==> src/hw/rtl/srsv_pkg.sv <==
// Shared types and constants for the sensor range and stuck-value validator.
// Used by srsv_lane, srsv_merge and sensor_range_stuck_validator; no dependencies.
package srsv_pkg;

   // number of sensor lanes that are built (1 or 2); result slots stay at 2
   localparam int SENSOR_LANES = 2;
   localparam int LANE_SLOTS   = 2;

   localparam int RAW_W   = 16;
   localparam int RUN_W   = 8;
   localparam int COUNT_W = 32;
   localparam int CSR_IDX_W  = 3;
   localparam int CSR_DATA_W = 16;

   localparam logic [RUN_W-1:0] RUN_MAX = 8'hFF;

   // configuration register indexes
   localparam logic [CSR_IDX_W-1:0] CSR_MIN_SENSOR0      = 3'd0;
   localparam logic [CSR_IDX_W-1:0] CSR_MAX_SENSOR0      = 3'd1;
   localparam logic [CSR_IDX_W-1:0] CSR_MIN_SENSOR1      = 3'd2;
   localparam logic [CSR_IDX_W-1:0] CSR_MAX_SENSOR1      = 3'd3;
   localparam logic [CSR_IDX_W-1:0] CSR_STUCK_LIMIT      = 3'd4;
   localparam logic [CSR_IDX_W-1:0] CSR_SUBSTITUTE_VALUE = 3'd5;

   // register reset values
   localparam logic [RAW_W-1:0] MIN_SENSOR0_RST = 16'd200;
   localparam logic [RAW_W-1:0] MAX_SENSOR0_RST = 16'd3800;
   localparam logic [RAW_W-1:0] MIN_SENSOR1_RST = 16'd100;
   localparam logic [RAW_W-1:0] MAX_SENSOR1_RST = 16'd900;
   localparam logic [RUN_W-1:0] STUCK_LIMIT_RST = 8'd8;
   localparam logic [RAW_W-1:0] SUBSTITUTE_RST  = 16'hFFFF;

   typedef struct packed {
      logic [RAW_W-1:0] raw_0;
      logic [RAW_W-1:0] raw_1;
   } req_type;

   typedef struct packed {
      logic [RAW_W-1:0]   value_0;
      logic [RAW_W-1:0]   value_1;
      logic               range_flag_0;
      logic               stuck_flag_0;
      logic               range_flag_1;
      logic               stuck_flag_1;
      logic               unstable;
      logic [COUNT_W-1:0] range_rejects_0;
      logic [COUNT_W-1:0] stuck_rejects_0;
      logic [COUNT_W-1:0] range_rejects_1;
      logic [COUNT_W-1:0] stuck_rejects_1;
   } rsp_type;

   // per-lane limits handed from the register file to a lane
   typedef struct packed {
      logic [RAW_W-1:0] lo;
      logic [RAW_W-1:0] hi;
      logic [RUN_W-1:0] stuck_limit;
      logic [RAW_W-1:0] substitute;
   } lane_cfg_type;

   // what one lane found for the current tick
   typedef struct packed {
      logic [RAW_W-1:0]   value;
      logic               range_flag;
      logic               stuck_flag;
      logic [COUNT_W-1:0] range_rejects;
      logic [COUNT_W-1:0] stuck_rejects;
   } lane_result_type;

endpackage

==> src/hw/rtl/srsv_lane.sv <==
// One sensor lane: run-length tracking, range and stuck checks, reject counters.
// Depends on srsv_pkg.
module srsv_lane (
   input  logic                        clock,
   input  logic                        reset,
   input  logic                        accept,
   input  logic [srsv_pkg::RAW_W-1:0]  raw,
   input  srsv_pkg::lane_cfg_type      cfg,
   output srsv_pkg::lane_result_type   result
);

   logic [srsv_pkg::RAW_W-1:0]   prev_ff, prev_in;
   logic [srsv_pkg::RUN_W-1:0]   run_ff, run_in;
   logic                         seen_ff, seen_in;
   logic [srsv_pkg::COUNT_W-1:0] rrej_ff, rrej_in;
   logic [srsv_pkg::COUNT_W-1:0] srej_ff, srej_in;
   logic                         range_flag;
   logic                         stuck_flag;
   logic [srsv_pkg::RUN_W-1:0]   run_next;

   always_comb begin
      // restart the run on the first reading or on any change
      if (seen_ff && (raw == prev_ff)) begin
         run_next = (run_ff < srsv_pkg::RUN_MAX) ? run_ff + 1'b1 : run_ff;
      end else begin
         run_next = {{(srsv_pkg::RUN_W-1){1'b0}}, 1'b1};
      end
      range_flag = (raw < cfg.lo) || (raw > cfg.hi);
      stuck_flag = (run_next >= cfg.stuck_limit);

      result.range_flag    = range_flag;
      result.stuck_flag    = stuck_flag;
      result.range_rejects = range_flag ? rrej_ff + 1'b1 : rrej_ff;
      result.stuck_rejects = stuck_flag ? srej_ff + 1'b1 : srej_ff;
      result.value         = (range_flag || stuck_flag) ? cfg.substitute : raw;

      prev_in = prev_ff;
      run_in  = run_ff;
      seen_in = seen_ff;
      rrej_in = rrej_ff;
      srej_in = srej_ff;
      if (accept) begin
         prev_in = raw;
         run_in  = run_next;
         seen_in = 1'b1;
         rrej_in = result.range_rejects;
         srej_in = result.stuck_rejects;
      end
   end

   always_ff @(posedge clock) begin
      if (reset) begin
         prev_ff <= '0;
         run_ff  <= '0;
         seen_ff <= 1'b0;
         rrej_ff <= '0;
         srej_ff <= '0;
      end else begin
         prev_ff <= prev_in;
         run_ff  <= run_in;
         seen_ff <= seen_in;
         rrej_ff <= rrej_in;
         srej_ff <= srej_in;
      end
   end

endmodule

==> src/hw/rtl/srsv_merge.sv <==
// Merging stage: combines lane results into one result item and buffers it
// in a two-entry output queue. Depends on srsv_pkg.
module srsv_merge (
   input  logic                       clock,
   input  logic                       reset,
   input  logic                       push,
   input  srsv_pkg::lane_result_type  lane_res [srsv_pkg::LANE_SLOTS],
   output logic                       full,
   output logic                       rsp_valid,
   input  logic                       rsp_stall,
   output srsv_pkg::rsp_type          rsp_data
);

   srsv_pkg::rsp_type merged;
   srsv_pkg::rsp_type entry_ff [2];
   logic              wr_ptr_ff, wr_ptr_in;
   logic              rd_ptr_ff, rd_ptr_in;
   logic [1:0]        count_ff, count_in;
   logic              pop;

   always_comb begin
      merged.value_0         = lane_res[0].value;
      merged.value_1         = lane_res[1].value;
      merged.range_flag_0    = lane_res[0].range_flag;
      merged.stuck_flag_0    = lane_res[0].stuck_flag;
      merged.range_flag_1    = lane_res[1].range_flag;
      merged.stuck_flag_1    = lane_res[1].stuck_flag;
      merged.unstable        = lane_res[0].range_flag | lane_res[0].stuck_flag |
                               lane_res[1].range_flag | lane_res[1].stuck_flag;
      merged.range_rejects_0 = lane_res[0].range_rejects;
      merged.stuck_rejects_0 = lane_res[0].stuck_rejects;
      merged.range_rejects_1 = lane_res[1].range_rejects;
      merged.stuck_rejects_1 = lane_res[1].stuck_rejects;
   end

   assign full      = (count_ff == 2'd2);
   assign rsp_valid = (count_ff != 2'd0);
   assign rsp_data  = entry_ff[rd_ptr_ff];
   assign pop       = rsp_valid && !rsp_stall;

   always_comb begin
      wr_ptr_in = push ? ~wr_ptr_ff : wr_ptr_ff;
      rd_ptr_in = pop  ? ~rd_ptr_ff : rd_ptr_ff;
      count_in  = count_ff + {1'b0, push} - {1'b0, pop};
   end

   always_ff @(posedge clock) begin
      if (reset) begin
         wr_ptr_ff <= 1'b0;
         rd_ptr_ff <= 1'b0;
         count_ff  <= 2'd0;
      end else begin
         wr_ptr_ff <= wr_ptr_in;
         rd_ptr_ff <= rd_ptr_in;
         count_ff  <= count_in;
      end
   end

   always_ff @(posedge clock) begin
      if (push) begin
         entry_ff[wr_ptr_ff] <= merged;
      end
   end

endmodule

==> src/hw/rtl/sensor_range_stuck_validator.sv <==
// Sensor range and stuck-value validator, top level.
// A result enters the output queue as its tick is transferred and is offered on rsp_ once earlier
// results have gone. Throughput: one tick per cycle while req_stall is low; the lanes check in
// parallel and a two-entry output queue takes a new tick while up to one result waits on rsp_stall.
// Reset (synchronous): registers return to their defaults, lane history and
// reject counters clear, the output queue empties.
module sensor_range_stuck_validator (
   input  logic                              clock,
   input  logic                              reset,
   input  logic                              req_valid,
   output logic                              req_stall,
   input  srsv_pkg::req_type                 req_data,
   output logic                              rsp_valid,
   input  logic                              rsp_stall,
   output srsv_pkg::rsp_type                 rsp_data,
   input  logic                              csr_we,
   input  logic [srsv_pkg::CSR_IDX_W-1:0]    csr_index,
   input  logic [srsv_pkg::CSR_DATA_W-1:0]   csr_wdata
);

   logic [srsv_pkg::RAW_W-1:0] min0_ff, max0_ff, min1_ff, max1_ff, subst_ff;
   logic [srsv_pkg::RUN_W-1:0] limit_ff;
   logic                       accept;
   logic                       full;

   logic [srsv_pkg::RAW_W-1:0] lane_raw [srsv_pkg::LANE_SLOTS];
   srsv_pkg::lane_cfg_type     lane_cfg [srsv_pkg::LANE_SLOTS];
   srsv_pkg::lane_result_type  lane_res [srsv_pkg::LANE_SLOTS];

   assign req_stall = full;
   assign accept    = req_valid && !full;

   always_ff @(posedge clock) begin
      if (reset) begin
         min0_ff  <= srsv_pkg::MIN_SENSOR0_RST;
         max0_ff  <= srsv_pkg::MAX_SENSOR0_RST;
         min1_ff  <= srsv_pkg::MIN_SENSOR1_RST;
         max1_ff  <= srsv_pkg::MAX_SENSOR1_RST;
         limit_ff <= srsv_pkg::STUCK_LIMIT_RST;
         subst_ff <= srsv_pkg::SUBSTITUTE_RST;
      end else if (csr_we) begin
         case (csr_index)
            srsv_pkg::CSR_MIN_SENSOR0:      min0_ff  <= csr_wdata;
            srsv_pkg::CSR_MAX_SENSOR0:      max0_ff  <= csr_wdata;
            srsv_pkg::CSR_MIN_SENSOR1:      min1_ff  <= csr_wdata;
            srsv_pkg::CSR_MAX_SENSOR1:      max1_ff  <= csr_wdata;
            srsv_pkg::CSR_STUCK_LIMIT:      limit_ff <= csr_wdata[srsv_pkg::RUN_W-1:0];
            srsv_pkg::CSR_SUBSTITUTE_VALUE: subst_ff <= csr_wdata;
            default: begin
               // drop writes to unknown indexes
            end
         endcase
      end
   end

   always_comb begin
      lane_raw[0]             = req_data.raw_0;
      lane_raw[1]             = req_data.raw_1;
      lane_cfg[0].lo          = min0_ff;
      lane_cfg[0].hi          = max0_ff;
      lane_cfg[0].stuck_limit = limit_ff;
      lane_cfg[0].substitute  = subst_ff;
      lane_cfg[1].lo          = min1_ff;
      lane_cfg[1].hi          = max1_ff;
      lane_cfg[1].stuck_limit = limit_ff;
      lane_cfg[1].substitute  = subst_ff;
   end

   for (genvar g = 0; g < srsv_pkg::LANE_SLOTS; g++) begin : g_lane
      if (g < srsv_pkg::SENSOR_LANES) begin : g_built
         srsv_lane u_lane (
            .clock  (clock),
            .reset  (reset),
            .accept (accept),
            .raw    (lane_raw[g]),
            .cfg    (lane_cfg[g]),
            .result (lane_res[g])
         );
      end else begin : g_absent
         // absent lane reports all zeros
         assign lane_res[g] = '0;
      end
   end

   srsv_merge u_merge (
      .clock     (clock),
      .reset     (reset),
      .push      (accept),
      .lane_res  (lane_res),
      .full      (full),
      .rsp_valid (rsp_valid),
      .rsp_stall (rsp_stall),
      .rsp_data  (rsp_data)
   );

endmodule

==> config.mk <==
export PLATFORM = sky130hd
export DESIGN_NAME = sensor_range_stuck_validator
export DESIGN_NICKNAME = d
export VERILOG_FILES = /design/src/hw/rtl/srsv_pkg.sv /design/src/hw/rtl/srsv_lane.sv /design/src/hw/rtl/srsv_merge.sv /design/src/hw/rtl/sensor_range_stuck_validator.sv
export SDC_FILE = /design/constraint.sdc
export NUM_CORES = 1
export LEC_CHECK = 0
export BUFFER_PORTS_ARGS = -buffer_cell sky130_fd_sc_hd__buf_2
export CAP_MARGIN = 20
export CORE_MARGIN = 1.5
export CORE_UTILIZATION = 60
export CTS_BUF_LIST = sky130_fd_sc_hd__clkbuf_8
export DETAILED_ROUTE_END_ITERATION = 10
export PLACE_DENSITY = 0.84
export SYNTH_ARGS = -nofsm -noshare
export SYNTH_HDL_FRONTEND = slang
export SYNTH_SLANG_ARGS = --single-unit
export TNS_END_PERCENT = 50
==> constraint.sdc <==
create_clock -name clock -period 18.8 [get_ports clock]
set_clock_uncertainty 0.15 [all_clocks]
set_input_delay 1.88 -clock clock [delete_from_list [all_inputs] [get_ports clock]]
set_output_delay 1.88 -clock clock [all_outputs]
set_load 0.05 [all_outputs]
==> impl_metrics.sql, run 1 <==
INSERT INTO impl_metrics (metric_group, metric, value, unit) VALUES
('routing', 'totalWireLength', '67200', 'um'),
('global_route', 'globalRouteTotalUtil', '27.6', '%'),
('routing', 'wire_per_inst', '19.2', 'um'),
('setup_path', 'cp_max_fo', '28', ''),
('run', 'drv.max_cap_violation_count', '0', ''),
('sta', 'final.hold.worst_slack', '0.305', 'ns'),
('global_route', 'wire_length_of_the_first_global_routing_pass', '105000', 'um'),
('global_route', 'antenna_found_initial', '1', ''),
('routing', 'dr.first_iter.drc_count', '1717', ''),
('setup_path', 'critical_path_required', '19.08', 'ns'),
('sta', 'setup_tns', '0', 'ns'),
('cts', 'cts.root.buffer_cell', 'clkbuf_8', ''),
('setup_path', 'worstPathArrival', '6.45', 'ns'),
('layout', 'synthToLayoutAreaGrowth', '12.3', '%'),
('hold_path', 'whs_path_depth', '2', ''),
('floorplanning', 'die_x', '219', 'um'),
('hold_path', 'min_from', 'min1_ff[7]', ''),
('floorplanning', 'initial_utilization', '60.5', '%'),
('cts', 'cts-resized-gates', '0', ''),
('placement', 'dpl-instance-area', '29600', 'sq um'),
('layout', 'drive_above_1_share', '21.1', '%'),
('sta', 'timing.final.crit_period', '6.17', 'ns'),
('floorplanning', 'pin_count', '223', ''),
('cts', 'ctsHoldBuffers', '0', ''),
('sta', 'report.final.hold_viol_count', '0', ''),
('yosys', 'synth_edf_count', '330', ''),
('sta', 'max_freq', '0.162', 'GHz'),
('hold_path', 'whs_endpoint', 'min1_ff[7]', ''),
('floorplanning', 'num_rows', '79', ''),
('cts', 'clkLatencyLatePin', '0.70', 'ns'),
('cts', 'cts_num_sinks', '600', ''),
('global_route', 'largest_net_degree_at_the_start_of_global_routing', '166', ''),
('cts', 'cts_tree', 'done', ''),
('sta', 'tightest_pin_transition', '1.10', 'ns'),
('cts', 'clock_tree.htree_level_count', '3', ''),
('floorplanning', 'core_area', '46400', 'sq um'),
('routing', 'drc_errors', '0', ''),
('placement', 'place.gp.congestion', '0.929', ''),
('yosys', 'synthesis.area', '28100', 'sq um'),
('layout', 'n_antenna_cell', '0', ''),
('yosys', 'yosys.cell_types.count', '75', ''),
('outcome', 'run_status', 'finished, final reports clean', ''),
('yosys', 'syn-instance-count', '2603', ''),
('routing', 'viasPerCell', '5.95', ''),
('setup_path', 'crit_chain', 'buf_2 -> xnor2_1 -> nand4_1 -> nor4_1 -> nand3_1 -> nor2_1 -> ha_1 -> nand2b_1 -> a21o_1 -> a211oi_1 -> o31a_1 -> buf_4 -> inv_2 -> nor2_4 -> mux2_2', ''),
('setup_path', 'rrSetupSlack', '13.65', 'ns'),
('layout', 'final-instance-count-excl-fill', '3498', ''),
('cts', 'cts.clk_slew.worst_paths', '0.06', 'ns'),
('layout', 'nets', '2950', ''),
('hold_path', 'timing.hold.worst.class', 'flop to flop', ''),
('global_route', 'number_of_global_route_vias_before_repair', '20592', ''),
('yosys', 'synth.yosys.seq_area_share', '54.6', '%'),
('routing', 'dr_total_vias', '20823', ''),
('placement', 'place_inst', '3316', ''),
('setup_path', 'kind_of_capture_point_of_the_worst_setup_path', 'flop', ''),
('setup_path', 'crit-reg2reg-launch', 'g_lane[0].g_built.u_lane.prev_ff[2]', ''),
('setup_path', 'critPathTopFamily', 'simple AND/OR/NAND/NOR gates', ''),
('power_and_ir_drop', 'power-per-cell-area', '120', 'nW/um^2'),
('sta', 'finalSetupViolCount', '0', ''),
('setup_path', 'worst_path_bufs_invs', '3', ''),
('yosys', 'synthesis.yosys.warnings', '0', ''),
('routing', 'final_antenna_net_count', '0', ''),
('cts', 'cts_buffers', '96', ''),
('cts', 'ctsLongestPathBuffers', '3', ''),
('placement', 'placement.io_buffers', '222', ''),
('yosys', 'syn_area_per_cell', '10.8', 'sq um'),
('floorplanning', 'chipHeight', '219', 'um'),
('cts', 'post_cts_buffers', '0', ''),
('setup_path', 'rr_worst_depth', '14', ''),
('yosys', 'ys_seq_elements', '600', ''),
('sta', 'timing_max_transition_violations_final', '0', '');
==> kinds of logic after synthesis <==
| logic type | Yosys count | synth area share (%) |
|---|---|---|
| AOI/OAI and AO/OA | 319 | 6.77 |
| buffers and inverters | 224 | 3.11 |
| muxes | 203 | 8.14 |
| DFF | 600 | 54.6 |
| xor gates and xnor gates | 250 | 7.80 |
| adders and majority gates | 86 | 3.83 |
| and+or+nand+nor | 921 | 15.8 |
==> cell type report <==
class	instances	area (sq um)
Clock buffer	111	1530
Clock inverter	70	375
Inverter	92	345
Timing Repair Buffer	239	1280
Sequential cell	600	15300
Multi-Input combinational cell	1779	11900
Fill cell	3372	14900
Tap cell	607	759
==> worst register-to-register path: stages, from the launching register on <==
cell and delay [ns]:
dfxtp_1 0.31, xnor2_1 0.26, nand4_1 0.16, nor4_1 0.57
nand3_1 0.54, nor2_1 0.23, ha_1 0.24, nand2b_1 0.14
a21o_1 0.18, a211oi_1 0.26, o31a_1 0.19, buf_4 0.29
inv_2 0.30, nor2_4 0.63, mux2_2 0.46
==> registers in the layout, indices dropped and copies added (netlist names), 16 cells and up, named ones only <==
signal / flops
u_merge.entry_ff: 330
min1_ff: 16
g_lane.g_built.u_lane.rrej_ff: 64
max1_ff: 16
min0_ff: 16
g_lane.g_built.u_lane.srej_ff: 64
g_lane.g_built.u_lane.prev_ff: 32
max0_ff: 16
g_lane.g_built.u_lane.run_ff: 16
subst_ff: 16
==> report_power, final <==
group | switching, mW | leakage [nW] | internal, mW | total [mW]
clock | 0.527 | 1.09 | 0.571 | 1.10
combinational | 0.799 | 5.21 | 0.285 | 1.08
sequential | 0.0571 | 5.28 | 1.54 | 1.60
total | 1.38 | 11.6 | 2.40 | 3.78
==> synth_stat cells, types with 27 or more instances <==
master    number  area share [%]
nand2_1      332             4.4
edfxtp_1     330              35
dfxtp_1      270              19
mux2_2       201             8.1
nor2_1       198             2.6
a21oi_1      164             2.9
xnor2_1      151             4.7
clkbuf_1     110             1.5
xor2_1        99             3.1
inv_1         91             1.2
ha_1          86             3.8
nand3_1       85             1.5
o21ai_0       61             1.1
nand4_1       57             1.3
nor3_1        52            0.93
and3_1        37            0.82
nand3b_1      27            0.72
==> metrics by stage <==
step                setup slack [ns]  total power [mW]
floorplan                       8.52              2.46
global placement               12.13              2.69
detailed placement             12.05              2.71
CTS                            12.77              3.80
global route                   12.43              3.92
finish                         12.63              3.78
==> worst max path at each step <==
stage / from / to / slack [ns] / cells past startpoint
floorplan: req_valid / u_merge.entry_ff[0][0] / 8.52 / 5
global placement: req_data[18] / u_merge.entry_ff[0][152] / 12.13 / 15
detailed placement: req_data[18] / u_merge.entry_ff[1][162] / 12.05 / 15
CTS: req_data[18] / u_merge.entry_ff[1][154] / 12.77 / 15
global route: req_data[18] / g_lane[0].g_built.u_lane.srej_ff[31] / 12.43 / 15
finish: req_data[18] / u_merge.entry_ff[1][152] / 12.63 / 15
==> routing by layer <==
metal | part of all wire [%] | global-route usage [%] | vias up
met1 | 40 | 33.5 | 10084
met2 | 50 | 47.1 | 893
li1 | - | - | 9665
met3 | 6.3 | 4.52 | 179
met5 | 0.015 | 0 | -
met4 | 4.4 | 14.8 | 2
==> layout by cell type (no fill, tap or decap), drive strengths merged, types with 85 or more instances in the layout <==
master / netlist / routed
buf: 22 / 237
edfxtp: 330 / 330
ha: 86 / 86
xnor2: 151 / 151
nand3: 85 / 85
nand2: 332 / 332
xor2: 99 / 99
dfxtp: 270 / 270
mux2: 201 / 201
clkbuf: 110 / 112
inv: 92 / 128
a21oi: 164 / 164
nor2: 199 / 199
Note: power is estimated with default switching activity, not from simulation.
==> run 2: changes to the inputs <==
--- a/config.mk
+++ b/config.mk
@@ -8,10 +8,10 @@
 export BUFFER_PORTS_ARGS = -buffer_cell sky130_fd_sc_hd__buf_2
 export CAP_MARGIN = 20
 export CORE_MARGIN = 1.5
-export CORE_UTILIZATION = 60
+export CORE_UTILIZATION = 56
 export CTS_BUF_LIST = sky130_fd_sc_hd__clkbuf_8
 export DETAILED_ROUTE_END_ITERATION = 10
-export PLACE_DENSITY = 0.84
+export PLACE_DENSITY = 0.82
 export SYNTH_ARGS = -nofsm -noshare
 export SYNTH_HDL_FRONTEND = slang
 export SYNTH_SLANG_ARGS = --single-unit
==> constraint.sdc (replaced) <==
create_clock -name clock -period 5.1 [get_ports clock]
set_clock_uncertainty 0.15 [all_clocks]
set_input_delay 0.51 -clock clock [delete_from_list [all_inputs] [get_ports clock]]
set_output_delay 0.51 -clock clock [all_outputs]
set_load 0.05 [all_outputs]
==> run 2 against run 1 <==
Net effect: cell count is 3.2% higher; clock power rose to 3.8 times the previous value; non-clock buffer count grew 55; sequential share of layout area decreased by 1.1 points; critical endpoint is now g_lane[1].g_built.u_lane.srej_ff[11]; first-iteration DRC count down 0.47%; register-to-register slack got worse by 13 ns.
==> impl_metrics.sql, run 2 (synthesis gave the netlist of run 1 again) <==
INSERT INTO impl_metrics (metric_group, metric, value, unit) VALUES
('outcome', 'run_status', 'finished, final reports clean', ''),
('hold_path', 'timing.hold.worst.class', 'primary input to flop', ''),
('global_route', 'globalRouteTotalUtil', '26.3', '%'),
('sta', 'max_freq', '0.215', 'GHz'),
('routing', 'dr.pass1.iters', '6', ''),
('placement', 'dpl.hpwl', '44500', 'um'),
('cts', 'cts.clk_slew.worst_paths', '0.06', 'ns'),
('layout', 'top_reg_by_flops', 'u_merge.entry_ff', ''),
('layout', 'nets', '3004', ''),
('cts', 'ctsLongestPathBuffers', '3', ''),
('sta', 'final_min_period_over_clock_period', '91.2', '%'),
('routing', 'viasPerCell', '5.75', ''),
('setup_path', 'rrSetupSlack', '0.66', 'ns'),
('floorplanning', 'initial_utilization', '57.1', '%'),
('floorplanning', 'chipHeight', '227', 'um'),
('layout', 'synthToLayoutAreaGrowth', '14.8', '%'),
('sta', 'rsz0062_at_grt', 'no', ''),
('global_route', 'wire_length_of_the_first_global_routing_pass', '107000', 'um'),
('cts', 'clkLatencyLatePin', '0.70', 'ns'),
('sta', 'final.hold.worst_slack', '0.0737', 'ns'),
('cts', 'cts-resized-gates', '0', ''),
('global_route', 'overflow', '0', ''),
('cts', 'clock_tree.htree_level_count', '3', ''),
('setup_path', 'cp_max_fo', '25', ''),
('routing', 'wire_per_inst', '18.8', 'um'),
('global_route', 'largest_net_degree_at_the_start_of_global_routing', '147', ''),
('routing', 'drc_errors', '0', ''),
('routing', 'dr_total_vias', '20745', ''),
('run', 'drv.max_cap_violation_count', '0', ''),
('routing', 'final_antenna_net_count', '0', ''),
('cts', 'cts.root.buffer_cell', 'clkbuf_8', ''),
('layout', 'drive_above_1_share', '21.1', '%'),
('layout', 'most-common-layout-cells', 'nand2_1, edfxtp_1, dfxtp_1', ''),
('setup_path', 'critical_path_required', '5.46', 'ns'),
('setup_path', 'crit_path_max_incr_delay', '0.59', 'ns'),
('power_and_ir_drop', 'vdd_drop_max', '0.288', 'mV'),
('global_route', 'number_of_global_route_vias_before_repair', '20702', ''),
('setup_path', 'start_kind', 'primary input', ''),
('global_route', 'antenna_found_initial', '2', ''),
('sta', 'setup_tns', '0', 'ns'),
('placement', 'placement.io_buffers', '222', ''),
('sta', 'finalSetupViolCount', '0', ''),
('cts', 'cts_buffers', '95', ''),
('routing', 'dr.first_iter.drc_count', '1709', ''),
('floorplanning', 'pin_count', '223', ''),
('cts', 'cts_num_sinks', '600', ''),
('floorplanning', 'num_rows', '81', ''),
('layout', 'reg.largest.list', 'u_merge.entry_ff x330, g_lane.g_built.u_lane.rrej_ff x64, g_lane.g_built.u_lane.srej_ff x64', ''),
('setup_path', 'worstSetupPathType', 'primary input to flop', ''),
('layout', 'layout_commonest_cell', 'nand2_1', ''),
('layout', 'largest_register_ffs', '330', ''),
('floorplanning', 'die_x', '227', 'um'),
('sta', 'timing.slew.headroom', '28.5', '%'),
('setup_path', 'kind_of_capture_point_of_the_worst_setup_path', 'flop', ''),
('routing', 'totalWireLength', '67800', 'um'),
('sta', 'timing.final.crit_period', '4.65', 'ns'),
('power_and_ir_drop', 'power.static_leakage', '11.8', 'nW'),
('placement', 'place.gp.congestion', '0.911', ''),
('setup_path', 'crit_chain', 'dlygate4sd3_1 -> buf_2 -> xnor2_1 -> nand4_1 -> nor4_1 -> nand3_1 -> a31oi_1 -> o21a_1 -> ha_1 -> a21o_1 -> a21oi_1 -> o31a_1 -> buf_4 -> buf_4 -> nor4_1 -> xnor2_1 -> nor2_1', ''),
('sta', 'tightest_pin_transition', '1.07', 'ns'),
('power_and_ir_drop', 'power-per-cell-area', '438', 'nW/um^2'),
('cts', 'cts_tree', 'done', ''),
('sta', 'timing_max_transition_violations_final', '0', ''),
('floorplanning', 'floorplan.die_area', '51500', 'sq um'),
('floorplanning', 'core_area', '49200', 'sq um'),
('setup_path', 'worstPathArrival', '5.01', 'ns'),
('sta', 'report.final.hold_viol_count', '0', ''),
('setup_path', 'critical_path.slowest_cell', 'nor4_1', '');
[run 2: cell types whose count changed in the layout (fill, tap and decap cells not counted), sizes merged, moves of 2 or more]
cell / change
clkbuf: +2
inv: -5
buf: +8
dlygate4sd3: +48
bufinv: +3
[run 2: final timing paths]
kind | from | end | depth (start not counted)
min | csr_index[0] | min1_ff[13] | 4
min reg2reg | limit_ff[2] | limit_ff[2] | 2
max | req_data[15] | g_lane[1].g_built.u_lane.srej_ff[11] | 17
max reg2reg | g_lane[0].g_built.u_lane.run_ff[0] | u_merge.entry_ff[0][155] | 15
[run 2: final cells by class]
cell class	instances	area (sq um)
fillers	3668	16900
flip-flops and latches	600	15300
multi-input cells	1779	11900
repair buffers	294	1840
clock buffers	113	1560
well taps	664	831
clock inverters	67	435
inverters	92	345
diodes	1	2.50
[run 2: per-layer routing]
layer,vias to the layer above,wire length (um),track usage (%)
met5,-,14,0
met4,2,3090,14.1
met3,189,4400,4.28
met1,9953,26700,31.7
li1,9761,-,-
met2,840,33500,45.1
[run 2: stage by stage]
| stage | setup WS (ns) | util (%) | power (mW) | cells | cell area, sq um |
|---|---|---|---|---|---|
| global route | 0.346 | 65.6 | 14.7 | 3610 | 32200 |
| CTS | 0.677 | 65.6 | 14.2 | 3609 | 32200 |
| floorplan | 0.0637 | - | 9.02 | 2603 | 28100 |
| detailed placement | 0.509 | 60.5 | 9.99 | 3381 | 29800 |
| global placement | 0.629 | 60.5 | 9.93 | 3381 | 29800 |
| finish | 0.447 | 65.6 | 14.1 | 3610 | 32200 |
[run 2: power by group]
part | switching [mW] | internal (mW) | leakage [nW]
Sequential | 0.189 | 5.67 | 5.28
Clock | 1.93 | 2.28 | 1.13
Combinational | 2.97 | 1.09 | 5.44
Total | 5.09 | 9.04 | 11.8
[run 2: critical path: cells and delay by family]
family,cells,cell delay (ns)
adders and majority gates,1,0.24
and+or+nand+nor,5,1.38
buffers and inverters,4,1.30
AOI/OAI and AO/OA,5,1.12
xor gates and xnor gates,2,0.45
[run 2: repair_timing]
item | CTS | global route
hold buffers | 48 | 0
setup buffers | 0 | 0
endpoints found under the hold margin | 115 | 0
